File: src/rtl/ttsg_pkg.sv
// Shared types, codes and lookup functions for the three-tone, one-noise sound generator.
`timescale 1ns / 1ps

package ttsg_pkg;

	localparam int NUM_TONE = 3;
	localparam int NUM_CHAN = 4;

	// Request kinds carried on the input stream.
	typedef enum logic [1:0] {
		ACT_WRITE  = 2'd0,
		ACT_STEREO = 2'd1,
		ACT_TICK   = 2'd2,
		ACT_NONE   = 2'd3
	} action_t;

	// Configuration register indexes.
	localparam logic [0:0] CFG_TAP_MASK = 1'b0;
	localparam logic [0:0] CFG_FEED_POS = 1'b1;

	localparam logic [1:0]  NOISE_CH       = 2'd3;
	localparam logic [15:0] TAP_MASK_RESET = 16'd9;
	localparam logic [3:0]  FEED_POS_RESET = 4'd15;

	typedef logic [9:0]         period_t;
	typedef logic [10:0]        count_t;
	typedef logic [3:0]         atten_t;
	typedef logic signed [14:0] level_t;
	typedef logic signed [16:0] mix_t;

	// Architectural state that the level stage reads.
	typedef struct packed {
		period_t [NUM_TONE-1:0] period;
		atten_t  [NUM_CHAN-1:0] att;
		logic    [NUM_CHAN-1:0] pol;
		logic    [NUM_CHAN-1:0] left_en;
		logic    [NUM_CHAN-1:0] right_en;
		logic    [15:0]         sr;
		logic                   white;
		logic    [1:0]          rate;
		logic                   toggle;
	} ttsg_state_t;

	// Magnitude for each attenuation step, 2 dB apart, last step silent.
	function automatic logic [13:0] atten_mag(atten_t a);
		logic [13:0] m;
		case (a)
			4'd0:    m = 14'd16383;
			4'd1:    m = 14'd13014;
			4'd2:    m = 14'd10337;
			4'd3:    m = 14'd8211;
			4'd4:    m = 14'd6522;
			4'd5:    m = 14'd5181;
			4'd6:    m = 14'd4115;
			4'd7:    m = 14'd3284;
			4'd8:    m = 14'd2596;
			4'd9:    m = 14'd2062;
			4'd10:   m = 14'd1638;
			4'd11:   m = 14'd1301;
			4'd12:   m = 14'd1033;
			4'd13:   m = 14'd821;
			4'd14:   m = 14'd652;
			default: m = 14'd0;
		endcase
		return m;
	endfunction

	// Noise channel period: three fixed rates or the period of tone channel two.
	function automatic period_t noise_period(logic [1:0] rate, period_t tp2);
		period_t p;
		case (rate)
			2'd0:    p = 10'd16;
			2'd1:    p = 10'd32;
			2'd2:    p = 10'd64;
			default: p = tp2;
		endcase
		return p;
	endfunction

	// Period of any channel taken from the current state.
	function automatic period_t chan_period(ttsg_state_t st, logic [1:0] ch);
		period_t p;
		if (ch == NOISE_CH) begin
			p = noise_period(st.rate, st.period[2]);
		end else begin
			p = st.period[ch];
		end
		return p;
	endfunction

	function automatic level_t chan_level(atten_t a, logic positive);
		level_t mag;
		mag = level_t'({1'b0, atten_mag(a)});
		return positive ? mag : -mag;
	endfunction

endpackage

File: src/rtl/ttsg_state.sv
// Channel state registers of the sound generator and their update on each request.
`timescale 1ns / 1ps

module ttsg_state (
	input  logic                  clk,
	input  logic                  arst_n,
	input  logic                  acc,
	input  ttsg_pkg::action_t     action,
	input  logic [7:0]            data,
	input  logic                  cfg_we,
	input  logic [0:0]            cfg_index,
	input  logic [15:0]           cfg_wdata,
	output ttsg_pkg::ttsg_state_t st
);
	import ttsg_pkg::*;

	ttsg_state_t st_q, st_nxt;
	count_t      cnt_q [NUM_CHAN];
	count_t      cnt_nxt [NUM_CHAN];
	logic [1:0]  sel_ch_q, sel_ch_nxt;
	logic        sel_vol_q, sel_vol_nxt;
	logic [15:0] tap_mask_q;
	logic [3:0]  feed_pos_q;

	logic        latch;
	logic [5:0]  d;
	logic [1:0]  ch;
	logic        vol;
	period_t     p [NUM_CHAN];
	logic        expire [NUM_CHAN];
	logic        fb;
	logic [15:0] sr_shift;

	assign latch = data[7];
	assign d     = latch ? {2'b00, data[3:0]} : data[5:0];
	assign ch    = latch ? data[6:5] : sel_ch_q;
	assign vol   = latch ? data[4] : sel_vol_q;

	// Next value of the noise shift register when it clocks.
	assign fb       = st_q.white ? ^(st_q.sr & tap_mask_q) : st_q.sr[0];
	assign sr_shift = (st_q.sr >> 1) | (16'(fb) << feed_pos_q);

	always_comb begin
		for (int i = 0; i < NUM_CHAN; i++) begin
			p[i]      = chan_period(st_q, 2'(i));
			expire[i] = (p[i][9:1] != '0) && (cnt_q[i][10:1] == '0);
		end
	end

	always_comb begin
		st_nxt      = st_q;
		sel_ch_nxt  = sel_ch_q;
		sel_vol_nxt = sel_vol_q;
		for (int i = 0; i < NUM_CHAN; i++) begin
			cnt_nxt[i] = cnt_q[i];
		end
		if (acc) begin
			case (action)
				ACT_WRITE: begin
					sel_ch_nxt  = ch;
					sel_vol_nxt = vol;
					if (vol) begin
						st_nxt.att[ch] = d[3:0];
					end else if (ch != NOISE_CH) begin
						if (latch) begin
							st_nxt.period[ch][3:0] = d[3:0];
						end else begin
							st_nxt.period[ch][9:4] = d;
						end
					end else begin
						// Noise control write restarts the shift register.
						st_nxt.rate   = d[1:0];
						st_nxt.white  = d[2];
						st_nxt.sr     = 16'd1 << feed_pos_q;
						st_nxt.toggle = 1'b1;
					end
				end
				ACT_STEREO: begin
					st_nxt.left_en  = data[7:4];
					st_nxt.right_en = data[3:0];
				end
				ACT_TICK: begin
					for (int i = 0; i < NUM_CHAN; i++) begin
						if (p[i][9:1] != '0) begin
							if (expire[i]) begin
								cnt_nxt[i] = cnt_q[i] + count_t'(p[i]) - 11'd1;
							end else begin
								cnt_nxt[i] = cnt_q[i] - 11'd1;
							end
						end
					end
					for (int i = 0; i < NUM_TONE; i++) begin
						if (expire[i]) begin
							st_nxt.pol[i] = ~st_q.pol[i];
						end
					end
					if (expire[NUM_CHAN-1]) begin
						st_nxt.toggle = ~st_q.toggle;
						if (!st_q.toggle) begin
							st_nxt.sr                = sr_shift;
							st_nxt.pol[NUM_CHAN-1]   = sr_shift[0];
						end
					end
				end
				default: begin
				end
			endcase
		end
	end

	always_ff @(posedge clk or negedge arst_n) begin
		if (!arst_n) begin
			for (int i = 0; i < NUM_TONE; i++) begin
				st_q.period[i] <= '0;
			end
			for (int i = 0; i < NUM_CHAN; i++) begin
				st_q.att[i] <= 4'd15;
				cnt_q[i]    <= '0;
			end
			st_q.pol      <= '1;
			st_q.left_en  <= '1;
			st_q.right_en <= '1;
			st_q.sr       <= 16'd1 << FEED_POS_RESET;
			st_q.white    <= 1'b0;
			st_q.rate     <= 2'd0;
			st_q.toggle   <= 1'b1;
			sel_ch_q      <= 2'd0;
			sel_vol_q     <= 1'b0;
		end else begin
			st_q      <= st_nxt;
			sel_ch_q  <= sel_ch_nxt;
			sel_vol_q <= sel_vol_nxt;
			for (int i = 0; i < NUM_CHAN; i++) begin
				cnt_q[i] <= cnt_nxt[i];
			end
		end
	end

	always_ff @(posedge clk or negedge arst_n) begin
		if (!arst_n) begin
			tap_mask_q <= TAP_MASK_RESET;
			feed_pos_q <= FEED_POS_RESET;
		end else if (cfg_we) begin
			case (cfg_index)
				CFG_TAP_MASK: tap_mask_q <= cfg_wdata;
				CFG_FEED_POS: feed_pos_q <= cfg_wdata[3:0];
				default: begin
				end
			endcase
		end
	end

	assign st = st_q;

	// The state only moves on an accepted request.
	a_hold_idle: assert property (@(posedge clk) disable iff (!arst_n)
		!acc |=> $stable(st_q))
		else $error("channel state changed without a request");

	a_none_hold: assert property (@(posedge clk) disable iff (!arst_n)
		acc && action == ACT_NONE |=> $stable(st_q))
		else $error("unused request kind changed the channel state");

	a_stereo: assert property (@(posedge clk) disable iff (!arst_n)
		acc && action == ACT_STEREO |=>
			st_q.left_en == $past(data[7:4]) && st_q.right_en == $past(data[3:0]))
		else $error("stereo enables do not follow the written byte");

endmodule

File: src/rtl/three_tone_one_noise_sound_generator_core.sv
// Top level of the three-tone, one-noise sound generator with stream ports.
`timescale 1ns / 1ps

// Throughput: one request per cycle; the channel state, level and mix registers form a
// three-stage pipeline that only backs up when m_tready is held low.
// Reset: arst_n asynchronously clears the channel state to the power-up sound state (silent
// attenuation, zero periods, both sides enabled) and restores the noise tap mask and feed bit.
module three_tone_one_noise_sound_generator_core (
	input  logic        clk,
	input  logic        arst_n,
	// Input requests.
	input  logic        s_tvalid,
	output logic        s_tready,
	input  logic [7:0]  s_tdata,   // [7:0] data_byte
	input  logic [1:0]  s_tuser,   // [1:0] action
	// Results.
	output logic        m_tvalid,
	input  logic        m_tready,
	output logic [95:0] m_tdata,   // [14:0] tone0_level, [29:15] tone1_level,
	                               // [44:30] tone2_level, [59:45] noise_level,
	                               // [76:60] left_mix, [93:77] right_mix,
	                               // [94] noise_bit, [95] zero
	// Configuration writes.
	input  logic        cfg_we,
	input  logic [0:0]  cfg_index,
	input  logic [15:0] cfg_wdata
);
	import ttsg_pkg::*;

	ttsg_state_t st;
	logic        acc;
	action_t     action;

	// Pipeline occupancy: s1 means the state registers hold an update whose levels
	// are not yet taken, s2 holds the channel levels, the output holds the mixes.
	logic        valid_s1;
	logic        valid_s2;
	logic        m_valid_q;
	logic        out_ready;
	logic        s2_ready;
	logic        s2_load;

	level_t      lvl_s2 [NUM_CHAN];
	logic [3:0]  left_s2;
	logic [3:0]  right_s2;
	logic        nbit_s2;

	level_t      lvl_q [NUM_CHAN];
	mix_t        lmix_q;
	mix_t        rmix_q;
	logic        nbit_q;

	mix_t        lmix;
	mix_t        rmix;

	assign out_ready = !m_valid_q || m_tready;
	assign s2_ready  = !valid_s2 || out_ready;
	assign s_tready  = !valid_s1 || s2_ready;
	assign acc       = s_tvalid && s_tready;
	assign action    = action_t'(s_tuser);
	assign s2_load   = valid_s1 && s2_ready;

	ttsg_state u_state (
		.clk       (clk),
		.arst_n    (arst_n),
		.acc       (acc),
		.action    (action),
		.data      (s_tdata),
		.cfg_we    (cfg_we),
		.cfg_index (cfg_index),
		.cfg_wdata (cfg_wdata),
		.st        (st)
	);

	always_ff @(posedge clk or negedge arst_n) begin
		if (!arst_n) begin
			valid_s1  <= 1'b0;
			valid_s2  <= 1'b0;
			m_valid_q <= 1'b0;
		end else begin
			if (acc) begin
				valid_s1 <= 1'b1;
			end else if (s2_ready) begin
				valid_s1 <= 1'b0;
			end
			if (s2_ready) begin
				valid_s2 <= valid_s1;
			end
			if (out_ready) begin
				m_valid_q <= valid_s2;
			end
		end
	end

	// Level stage: a channel with a period of 0 or 1 sits at the positive level,
	// otherwise its polarity picks the sign of the attenuation magnitude.
	always_ff @(posedge clk) begin
		if (s2_load) begin
			for (int i = 0; i < NUM_CHAN; i++) begin
				lvl_s2[i] <= chan_level(st.att[i],
					(chan_period(st, 2'(i)) <= 10'd1) || st.pol[i]);
			end
			left_s2  <= st.left_en;
			right_s2 <= st.right_en;
			nbit_s2  <= st.sr[0];
		end
	end

	// Mix stage: sum the enabled levels for each side.
	always_comb begin
		lmix = '0;
		rmix = '0;
		for (int i = 0; i < NUM_CHAN; i++) begin
			if (left_s2[i]) begin
				lmix = lmix + mix_t'(lvl_s2[i]);
			end
			if (right_s2[i]) begin
				rmix = rmix + mix_t'(lvl_s2[i]);
			end
		end
	end

	always_ff @(posedge clk) begin
		if (out_ready && valid_s2) begin
			for (int i = 0; i < NUM_CHAN; i++) begin
				lvl_q[i] <= lvl_s2[i];
			end
			lmix_q <= lmix;
			rmix_q <= rmix;
			nbit_q <= nbit_s2;
		end
	end

	assign m_tvalid = m_valid_q;
	assign m_tdata  = {1'b0, nbit_q, rmix_q, lmix_q, lvl_q[3], lvl_q[2], lvl_q[1], lvl_q[0]};

	// A pending state update always reaches the level stage once there is room.
	a_s1_to_s2: assert property (@(posedge clk) disable iff (!arst_n)
		s2_load |=> valid_s2)
		else $error("level stage did not take a pending update");

	a_s2_to_out: assert property (@(posedge clk) disable iff (!arst_n)
		valid_s2 && out_ready |=> m_valid_q)
		else $error("output register did not take the mixed levels");

	// Requests are only refused when every stage is full and the output is stalled.
	a_stall_cause: assert property (@(posedge clk) disable iff (!arst_n)
		!s_tready |-> valid_s1 && valid_s2 && m_valid_q && !m_tready)
		else $error("input refused while the pipeline has room");

endmodule

File: config.mk
export PLATFORM = sky130hd
export DESIGN_NAME = three_tone_one_noise_sound_generator_core
export DESIGN_NICKNAME = d
export VERILOG_FILES = /design/src/rtl/ttsg_pkg.sv /design/src/rtl/ttsg_state.sv /design/src/rtl/three_tone_one_noise_sound_generator_core.sv
export SDC_FILE = /design/constraint.sdc
export NUM_CORES = 1
export LEC_CHECK = 0
export ABC_AREA = 1
export BUFFER_PORTS_ARGS = -buffer_cell sky130_fd_sc_hd__buf_4
export CAP_MARGIN = 20
export CORE_MARGIN = 5
export CORE_UTILIZATION = 57
export CTS_CLUSTER_SIZE = 30
export DETAILED_ROUTE_END_ITERATION = 6
export MAX_ROUTING_LAYER = met4
export PLACE_DENSITY_LB_ADDON = 0.25
export SYNTH_ARGS = -nofsm -noshare
export SYNTH_HDL_FRONTEND = slang
export SYNTH_SLANG_ARGS = --single-unit
export TNS_END_PERCENT = 30
File: constraint.sdc
create_clock -name clk -period 5.85 [get_ports clk]
set_input_delay 0.2925 -clock clk [delete_from_list [all_inputs] [get_ports clk]]
set_output_delay 0.2925 -clock clk [all_outputs]
set_load 0.01 [all_outputs]
==> results.sh, run 1 <==
export IMPL_clk_latency_ps=560
export IMPL_hpwl_mm=51.59
export IMPL_seqPwrFrac=0.238
export IMPL_grt_max_degree=91
export IMPL_post_route_util=0.6429
export IMPL_setup_viol=0
export IMPL_grt_pass1_vias=21580
export IMPL_place_congestion=0.9732
export IMPL_outcome="complete, but fails checks"
export IMPL_worstHoldStart="m_tready"
export IMPL_synth_flop_cell="edfxtp_1"
export IMPL_portBuffers=128
export IMPL_mostFrequentLayoutCell="nand2_1"
export IMPL_crit_required_ps=6160
export IMPL_min_period_over_period=0.9159
export IMPL_clkTransAtPathRegs_ps=60
export IMPL_n_antenna_cell=0
export IMPL_critical_path_class="reg2reg"
export IMPL_fmax_ghz=0.1866
export IMPL_max_slew_margin=0.3544
export IMPL_crit_fanout=22
export IMPL_p_clk_frac=0.131
export IMPL_min_path_type="in2reg"
export IMPL_final_nets=3574
export IMPL_grt_overflow_total=0
export IMPL_max_stage_delay_ps=410
export IMPL_die_w_um=214.8
export IMPL_violations="DRC"
export IMPL_pin_count=130
export IMPL_die_y_um=214.8
export IMPL_fin_tns_setup_ps=0
export IMPL_min_period_ps=5358
export IMPL_rsz0062_at_grt="no"
export IMPL_ys_seq_area_frac=0.3630
export IMPL_core_um2=41670
export IMPL_routedWlPerCell_um=17.10
export IMPL_ir_drop_uv=332.9
export IMPL_netlist_area_um2=23900
export IMPL_whs_endpoint="m_tvalid$_DFFE_PN0P_"
export IMPL_drc=3
export IMPL_wirelength_mm=66.73
export IMPL_end_kind="flip-flop"
export IMPL_total_power_mw=18.42
export IMPL_dieArea_um2=46120
export IMPL_ys_warn_count=0
export IMPL_swShare=0.4949
export IMPL_syn_area_per_cell_um2=7.472
export IMPL_r2r_end="rmix_q[14]$_DFFE_PP_"
export IMPL_start_kind="flip-flop"
export IMPL_timing_hold_violations_final=0
export IMPL_skew_ps=11.79
export IMPL_intPower_mw=9.305
export IMPL_timing_final_max_slew_violations=0
export IMPL_start_util=0.5735
export IMPL_rows=75
export IMPL_cts_resized=0
export IMPL_ys_async_sr_fraction=0.4744
export IMPL_cts_tree="built"
export IMPL_path_common_cell="nand2_1"
export IMPL_r2r_slack_ps=490
export IMPL_layout_drive_gt1_share=0.09337
export IMPL_netlist_cell_type_count=62
export IMPL_ant_nets=0
export IMPL_leakagePower_nw=13.14
export IMPL_switchingPower_mw=9.116
export IMPL_synth_edff_count=164
export IMPL_maxCapViolations=0
export IMPL_grt_antenna_before_repair=0
export IMPL_area_delta_synth_final_pct=12.08
export IMPL_drt_iter0_markers=1758
export IMPL_p_comb_frac=0.631
export IMPL_synth_seq_cells=312
export IMPL_htreeDepth=2
export IMPL_worstMarginPinSlew_ps=968.4
export IMPL_arrival_ps=5670
export IMPL_cts_sinks=312
export IMPL_r2r_cells=29
export IMPL_via_per_inst=5.643
export IMPL_cellPowerDensity_nw_per_um2=687.8
export IMPL_grtUsageTotal=0.2941
export IMPL_clockBufferDepth=3
export IMPL_r2r_start="right_s2[0]$_DFFE_PP_"
export IMPL_layout_common_cells="nand2_1 (827), inv_1 (455), nand3_1 (242), o21ai_0 (240), nor2_1 (233)"
export IMPL_synthesis_instances=3198
export IMPL_route_vias_total=22020
export IMPL_hold_depth=4
export IMPL_root_buffer="clkbuf_16"
export IMPL_slowest_stage="fa_1"
export IMPL_grt_pass1_wl_mm=109.2
export IMPL_numCtsBuffers=36
export IMPL_pre_cts_ws_ps=549.8
export IMPL_fillers=3641
export IMPL_drt_pre_antenna_iters=7
export IMPL_synth_fp_nets=3436
export IMPL_setup_slack_ps=492.0
how the worst max path moves through the flow:
stage | start | end | slack, ps | cells past startpoint
finish | right_s2[0]$_DFFE_PP_ | rmix_q[14]$_DFFE_PP_ | 490 | 29
CTS | left_s2[0]$_DFFE_PP_ | lmix_q[14]$_DFFE_PP_ | 510 | 28
global route | lvl_s2[0][0]$_DFFE_PP_ | rmix_q[14]$_DFFE_PP_ | 90 | 31
detailed placement | left_s2[0]$_DFFE_PP_ | lmix_q[14]$_DFFE_PP_ | 550 | 28
global placement | left_s2[0]$_DFFE_PP_ | lmix_q[14]$_DFFE_PP_ | 610 | 28
floorplan | m_tvalid$_DFFE_PN0P_ | lmix_q[0]$_DFFE_PP_ | 220 | 1
worst max-delay path: cells and delay by family, from the launching register on:
family                   cells  cell delay [ps]
AO/OA/AOI/OAI                4              810
XOR/XNOR                     1              200
adder cells (fa/ha/maj)      3             1080
buffers and inverters        3              380
flip-flops                   1              340
AND/OR/NAND/NOR             18             2300
routing by layer:
layer	part of all wire	track usage	up-vias
li1	-	-	10800
met1	0.42	0.3621	10320
met2	0.49	0.5023	727
met3	0.055	0.03560	171
met4	0.038	0.1061	0
met5	0	-	-
power groups by stage:
stage	clock, mW	sequential (mW)	combinational (mW)
after floorplan	0	4.11	8.53
after global placement	0	4.38	11.1
after detailed placement	0	4.40	11.4
after CTS	2.45	4.37	11.5
after global routing	2.53	4.47	13.2
final	2.41	4.38	11.6
state kept, by name, indices dropped and copies added (netlist names), 2 cells and up:
name	flops
u_state.st	78
right_s2	4
lvl_q	60
u_state.feed_pos_q	4
lmix_q	17
lvl_s2	60
rmix_q	17
left_s2	4
u_state.cnt_q	44
u_state.tap_mask_q	16
u_state.sel_ch_q	2
repair_timing:
item | in CTS | in global routing
setup buffers | 0 | 1
hold buffers | 21 | 1
endpoints found under the setup margin | 0 | 1
endpoints found under the hold margin | 100 | 1
metrics by stage:
stage	std cells	instance area, um^2	hold WS (ps)
floorplan	3198	23900	-3.091
global placement	3813	25310	407.8
detailed placement	3813	25310	406.2
CTS	3899	26760	11.78
global route	3902	26780	58.70
finish	3902	26780	37.93
final cells by class:
class	instances	area (um^2)	area share
multi-input combinational	2354	13150	0.4910
sequential	312	8673	0.3238
inverter	469	1763	0.06582
timing repair buffer	163	1282	0.04788
clock buffer	44	952.2	0.03555
tap	539	674.4	0.02518
clock inverter	21	289.0	0.01079
cell usage after synthesis (5+ instances only):
master / instances / area, um^2
nand2_1: 827 / 3104
inv_1: 456 / 1712
nand3_1: 242 / 1211
o21ai_0: 240 / 1201
nor2_1: 233 / 874.6
a21oi_1: 210 / 1051
ha_1: 196 / 2452
edfxtp_1: 164 / 4925
dfrtp_1: 112 / 2803
xor2_1: 83 / 727.0
xnor2_1: 45 / 394.1
dfstp_2: 36 / 945.9
nor3_1: 30 / 150.1
nand4_1: 28 / 175.2
clkbuf_1: 23 / 86.33
or2_2: 23 / 143.9
a31oi_1: 19 / 118.9
buf_2: 17 / 85.08
a21o_1: 14 / 105.1
o21bai_1: 14 / 105.1
and2_1: 13 / 81.33
mux2_2: 13 / 146.4
inv_2: 11 / 41.29
o211ai_1: 11 / 82.58
a22oi_1: 10 / 75.07
buf_1: 10 / 37.54
fa_1: 10 / 200.2
o21ai_1: 10 / 50.05
buf_4: 9 / 67.56
nand3b_1: 9 / 67.56
a21boi_0: 7 / 52.55
a31o_2: 6 / 52.55
o22ai_1: 6 / 37.54
a211oi_1: 5 / 37.54
o31ai_1: 5 / 37.54
cells by family after synthesis:
logic type / after synthesis / synth area share
AO/OA/AOI/OAI: 575 / 0.1330
XOR/XNOR: 128 / 0.04691
AND/OR/NAND/NOR: 1431 / 0.2526
multiplexers: 13 / 0.006126
flip-flops: 312 / 0.3630
buffers and inverters: 532 / 0.08723
other: 1 / 0.0001569
adder cells (fa/ha/maj): 206 / 0.1110
Power figures use the tool's default switching activity.
==> run 2: changes to the inputs <==
- CORE_UTILIZATION: 57 -> 60
- clock period: 5.85 -> 6 ns (I/O delays scaled with it)
==> run 2 against run 1 <==
  * The flow now finishes without violations
  * Final cell count shrank 0.54%
  * Critical path depth shrank 3
  * Die area shrank 4.8%
  * Design area shrank 0.85%
  * Total power shrank 4.7%
  * Register-to-register slack gained 140 ps
  * Sequential cell count is the same
  * Combinational power shrank 3%
  * Sequential power shrank 3%
  * Fmax shrank 0.13%
  * Critical endpoint is now lmix_q[14]$_DFFE_PP_
==> results.sh, run 2 (synthesized netlist as in run 1, its figures left out) <==
export IMPL_outcome="complete, no violations"
export IMPL_die_w_um=209.6
export IMPL_critical_path_top_delay_family="compound AO/OA/AOI/OAI gates"
export IMPL_fmax_ghz=0.1864
export IMPL_crit_start="left_s2[0]$_DFFE_PP_"
export IMPL_met2_length_mm=31.64
export IMPL_pin_count=130
export IMPL_htreeDepth=2
export IMPL_cts_sinks=312
export IMPL_holdBufCountCts=17
export IMPL_drc=0
export IMPL_numCtsBuffers=36
export IMPL_root_buffer="clkbuf_16"
export IMPL_final_nets=3567
export IMPL_crit_required_ps=6300
export IMPL_cts_tree="built"
export IMPL_min_period_ps=5365
export IMPL_switchingPower_mw=8.738
export IMPL_hold_ws_ps=20.31
export IMPL_setup_viol=0
export IMPL_path_common_cell="nand2_1"
export IMPL_crit_fanout=22
export IMPL_area_delta_synth_final_pct=11.13
export IMPL_r2r_start="left_s2[0]$_DFFE_PP_"
export IMPL_timing_hold_violations_final=0
export IMPL_layout_drive_gt1_share=0.09088
export IMPL_seqPwrFrac=0.243
export IMPL_skew_ps=21.36
export IMPL_grtUsageTotal=0.3043
export IMPL_rsz0062_at_grt="no"
export IMPL_worstHoldStart="cfg_wdata[1]"
export IMPL_max_slew_margin=0.3437
export IMPL_min_period_over_period=0.8942
export IMPL_dieArea_um2=43920
export IMPL_grt_antenna_before_repair=0
export IMPL_place_congestion=1.016
export IMPL_postCtsSetupRepairBufs=0
export IMPL_route_vias_total=21980
export IMPL_stdcell_count=3881
export IMPL_core_um2=39550
export IMPL_routedWlPerCell_um=17.03
export IMPL_p_comb_frac=0.639
export IMPL_critical_path_class="reg2reg"
export IMPL_swShare=0.4977
export IMPL_via_per_inst=5.664
export IMPL_start_kind="flip-flop"
export IMPL_fin_tns_setup_ps=0
export IMPL_max_stage_delay_ps=430
export IMPL_clockBufferDepth=3
export IMPL_rows=73
export IMPL_worst_path_buf_inv=2
export IMPL_clkTransAtPathRegs_ps=60
export IMPL_ant_nets=0
export IMPL_cellPowerDensity_nw_per_um2=661.1
export IMPL_start_util=0.6042
export IMPL_end_kind="flip-flop"
export IMPL_min_path_type="in2reg"
export IMPL_drt_met1_wl_mm=27.68
export IMPL_n_antenna_cell=0
export IMPL_fillers=3344
export IMPL_timing_final_max_slew_violations=0
export IMPL_layout_common_cells="nand2_1 (827), inv_1 (455), nand3_1 (242), o21ai_0 (240), nor2_1 (233)"
export IMPL_hpwl_mm=50.88
export IMPL_slowest_stage="fa_1"
export IMPL_ir_drop_uv=359.4
export IMPL_drt_iter0_markers=1696
export IMPL_largest_register_ffs=78
export IMPL_drt_pre_antenna_iters=6
export IMPL_clk_latency_ps=560
export IMPL_grt_pass1_vias=21140
export IMPL_grt_max_degree=90
export IMPL_grt_pass1_wl_mm=106.4
export IMPL_worstMarginPinSlew_ps=980.8
export IMPL_portBuffers=128
export IMPL_route_met3_wl_mm=3.703
export IMPL_die_y_um=209.6
export IMPL_mostFrequentLayoutCell="nand2_1"
export IMPL_leakagePower_nw=13.04
export IMPL_arrival_ps=5660
export IMPL_intPower_mw=8.819
export IMPL_p_clk_frac=0.118
export IMPL_wirelength_mm=66.10
export IMPL_dp_cells=3798
export IMPL_top_layer_used="met4"
export IMPL_grt_overflow_total=0
export IMPL_maxCapViolations=0
export IMPL_cts_resized=0
## run 2: cell types whose count changed in the layout (fill, tap and decap cells not counted), sizes merged
cell         change
clkbuf           +8
bufinv           -6
dlygate4sd3      -5
clkinvlp         -3
buf              -2
clkinv           +1
## run 2: per-stage QoR
| step | power [mW] | util | setup slack, ps | cell area [um^2] |
|---|---|---|---|---|
| after global routing | 19.20 | 0.6715 | 248.0 | 26560 |
| after detailed placement | 15.30 | 0.6396 | 727.9 | 25300 |
| after CTS | 17.46 | 0.6713 | 676.7 | 26550 |
| after floorplan | 12.32 | - | 373.1 | 23900 |
| after global placement | 15.06 | 0.6391 | 851.6 | 25280 |
| final | 17.56 | 0.6715 | 634.9 | 26560 |
## run 2: path summary, 6_finish.rpt
check                                                endpoint  slack [ps]  cells after the start
hold / removal              u_state.feed_pos_q[1]$_DFFE_PN1P_          20                      3
hold reg to reg                              nbit_q$_DFFE_PP_         430                      0
setup reg to reg                         lmix_q[14]$_DFFE_PP_         630                     26
max in group asynchronous       u_state.cnt_q[19]$_DFFE_PN0P_        4290                      3
setup / recovery                         lmix_q[14]$_DFFE_PP_         630                     26
min in group asynchronous  u_state.tap_mask_q[15]$_DFFE_PN0P_         380                      2
## run 2: area by class of cell
class / count / area, um^2 / area share
tap: 525 / 656.9 / 0.02474
clock buffer: 52 / 1012 / 0.03812
timing repair buffer: 156 / 1230 / 0.04632
multi-input combinational: 2354 / 13150 / 0.4952
sequential: 312 / 8673 / 0.3266
clock inverter: 13 / 70.07 / 0.002639
inverter: 469 / 1763 / 0.06639
## run 2: worst reg2reg max path, stage by stage, from the launching register on
cell	delay, ps
edfxtp_1	360
buf_4	260
nand2_1	140
fa_1	440
inv_1	90
nand4_1	90
nand2_1	150
nand2_1	70
nand2_1	120
xor2_1	90
a21oi_1	240
ha_1	350
a21oi_1	200
o21ai_0	140
a21oi_1	220
o21ai_0	140
xnor2_1	190
nand2_1	90
and2_1	180
ha_1	340
a21o_1	200
a31oi_1	190
nand3_1	150
a31o_2	240
or2_2	270
nand3_1	90
nand2_1	70
## run 2: routing by layer
| metal | global-route usage | vias to the layer above |
|---|---|---|
| met5 | - | - |
| met3 | 0.03109 | 185 |
| li1 | - | 10830 |
| met2 | 0.5033 | 787 |
| met4 | 0.1339 | 0 |
| met1 | 0.3821 | 10180 |
## run 2: power groups by stage
stage	Combinational, mW	Sequential, mW	Clock, mW
2_1_floorplan	8.32	4.00	0
3_3_place_gp	10.8	4.27	0
3_5_place_dp	11.0	4.28	0
4_1_cts	11.1	4.25	2.09
5_1_grt	12.7	4.35	2.18
6_report	11.2	4.27	2.06
==> run 3: changes to the inputs <==
--- a/config.mk
+++ b/config.mk
@@ -15,3 +15,3 @@
 export MAX_ROUTING_LAYER = met4
-export PLACE_DENSITY_LB_ADDON = 0.25
+export PLACE_DENSITY = 0.78
 export SYNTH_ARGS = -nofsm -noshare
--- a/constraint.sdc
+++ b/constraint.sdc
@@ -3,2 +3,2 @@
 set_output_delay 0.3 -clock clk [all_outputs]
-set_load 0.01 [all_outputs]
+set_load 0.005 [all_outputs]
==> run 3 against run 2 <==
  * Register-to-register slack gained 40 ps
  * Die area is the same
  * Via count is essentially flat
  * Worst hold slack gained 8.0 ps
  * Sequential cell count is the same
  * Clock skew shrank 4.1 ps
  * Global-route usage grew 0.27 points
  * Core utilization grew 0.27 points
  * Clock power grew 6%
  * Critical endpoint is now rmix_q[14]$_DFFE_PP_
  * Largest power group unchanged
==> results.sh, run 3 (synthesized netlist as in run 1, its figures left out) <==
export IMPL_cts_sinks=312
export IMPL_cts_tree="built"
export IMPL_place_congestion=1.013
export IMPL_crit_required_ps=6320
export IMPL_grt_met1_usage=0.3767
export IMPL_rows=73
export IMPL_cellPowerDensity_nw_per_um2=661.4
export IMPL_area_delta_synth_final_pct=11.58
export IMPL_route_vias_total=22000
export IMPL_n_antenna_cell=0
export IMPL_postCtsSetupRepairBufs=0
export IMPL_mostFrequentLayoutCell="nand2_1"
export IMPL_layout_common_cells="nand2_1 (827), inv_1 (455), nand3_1 (242), o21ai_0 (240), nor2_1 (233)"
export IMPL_worstMarginPinSlew_ps=1013
export IMPL_grt_pass1_vias=21490
export IMPL_hold_ws_ps=28.31
export IMPL_timing_final_max_slew_violations=0
export IMPL_busiest_layer="met2"
export IMPL_largest_register_ffs=78
export IMPL_slowest_stage="fa_1"
export IMPL_worst_path_buf_inv=3
export IMPL_via_per_inst=5.664
export IMPL_hpwl_mm=51.21
export IMPL_setup_slack_ps=677.0
export IMPL_dieArea_um2=43920
export IMPL_fmax_ghz=0.1879
export IMPL_die_w_um=209.6
export IMPL_ant_nets=0
export IMPL_grt_util_met3=0.03079
export IMPL_path_common_cell="nand2_1"
export IMPL_drc=0
export IMPL_numCtsBuffers=35
export IMPL_arrival_ps=5650
export IMPL_ir_drop_uv=432.5
export IMPL_grt_overflow_total=0
export IMPL_fin_tns_setup_ps=0
export IMPL_maxCapViolations=0
export IMPL_root_buffer="clkbuf_16"
export IMPL_max_slew_margin=0.3234
export IMPL_final_nets=3570
export IMPL_critical_path_class="reg2reg"
export IMPL_min_period_ps=5323
export IMPL_pin_count=130
export IMPL_drt_iter0_markers=1702
export IMPL_rsz0062_at_grt="no"
export IMPL_drt_pre_antenna_iters=6
export IMPL_portBuffers=128
export IMPL_max_stage_delay_ps=390
export IMPL_pre_cts_ws_ps=754.5
export IMPL_grt_antenna_before_repair=0
export IMPL_clk_latency_ps=570
export IMPL_clockBufferDepth=3
export IMPL_core_um2=39550
export IMPL_timing_hold_violations_final=0
export IMPL_grt_pass1_wl_mm=107.6
export IMPL_grtUsageTotal=0.3070
export IMPL_end_kind="flip-flop"
export IMPL_leakagePower_nw=13.10
export IMPL_skew_ps=17.25
export IMPL_clkTransAtPathRegs_ps=60
export IMPL_outcome="complete, no violations"
export IMPL_start_kind="flip-flop"
export IMPL_min_period_over_period=0.8872
export IMPL_die_y_um=209.6
export IMPL_setup_viol=0
export IMPL_routedWlPerCell_um=17.11
export IMPL_start_util=0.6042
export IMPL_min_path_type="in2reg"
export IMPL_critical_path_top_delay_family="simple AND/OR/NAND/NOR gates"
export IMPL_htreeDepth=2
export IMPL_layout_drive_gt1_share=0.09318
export IMPL_grt_max_degree=104
export IMPL_crit_fanout=22
export IMPL_wirelength_mm=66.44
export IMPL_use_met2=0.5271
==> run 3: per-stage QoR <==
step | power [mW] | instance area, um^2 | std cells | util
after floorplan | 12.21 | 23900 | 3198 | -
after global placement | 14.98 | 25280 | 3797 | 0.6391
after detailed placement | 15.24 | 25280 | 3797 | 0.6391
after CTS | 17.53 | 26660 | 3883 | 0.6740
after global routing | 19.28 | 26660 | 3884 | 0.6742
final | 17.63 | 26660 | 3884 | 0.6742
==> run 3: what timing repair did <==
item	CTS	global route
endpoints found under the setup margin	0	0
hold buffers	22	0
hold endpoints to repair	109	0
gates resized for setup	0	0
==> run 3: worst reg2reg max path, delay by kind of cell (launching register included) <==
kind / cells / cell delay (ps)
AND/OR/NAND/NOR: 18 / 2310
adder cells (fa/ha/maj): 3 / 1060
AO/OA/AOI/OAI: 4 / 810
buffers and inverters: 3 / 390
flip-flops: 1 / 360
XOR/XNOR: 1 / 170
==> run 3: layout make-up <==
cell class / instances / area (um^2)
multi-input combinational: 2354 / 13150
fill: 3327 / 12890
sequential: 312 / 8673
inverter: 469 / 1763
timing repair buffer: 160 / 1260
clock buffer: 43 / 935.9
tap: 525 / 656.9
clock inverter: 21 / 224.0
==> run 3: path summary, 6_finish.rpt <==
check                                      start                                  to  slack [ps]  cells past startpoint
max                        right_s2[0]$_DFFE_PP_                rmix_q[14]$_DFFE_PP_         680                     29
min                                 cfg_wdata[2]   u_state.feed_pos_q[2]$_DFFE_PN1P_          30                      3
max reg2reg                right_s2[0]$_DFFE_PP_                rmix_q[14]$_DFFE_PP_         680                     29
min reg2reg                    nbit_s2$_DFFE_PP_                    nbit_q$_DFFE_PP_         420                      0
max in group asynchronous                 arst_n          u_state.st[38]$_DFFE_PN1P_        4390                      3
min in group asynchronous                 arst_n  u_state.tap_mask_q[14]$_DFFE_PN0P_         410                      2
==> run 3: where the power goes <==
group          leakage, nW  switching [mW]  internal (mW)
logic                 9.23            6.97           4.20
clock network        0.573           0.934           1.26
registers             3.30           0.836           3.44
==> run 3: routing by layer <==
| layer | vias up | part of all wire |
|---|---|---|
| met5 | - | 0 |
| met4 | 0 | 0.040 |
| met3 | 171 | 0.055 |
| met2 | 785 | 0.49 |
| met1 | 10230 | 0.42 |
| li1 | 10810 | - |
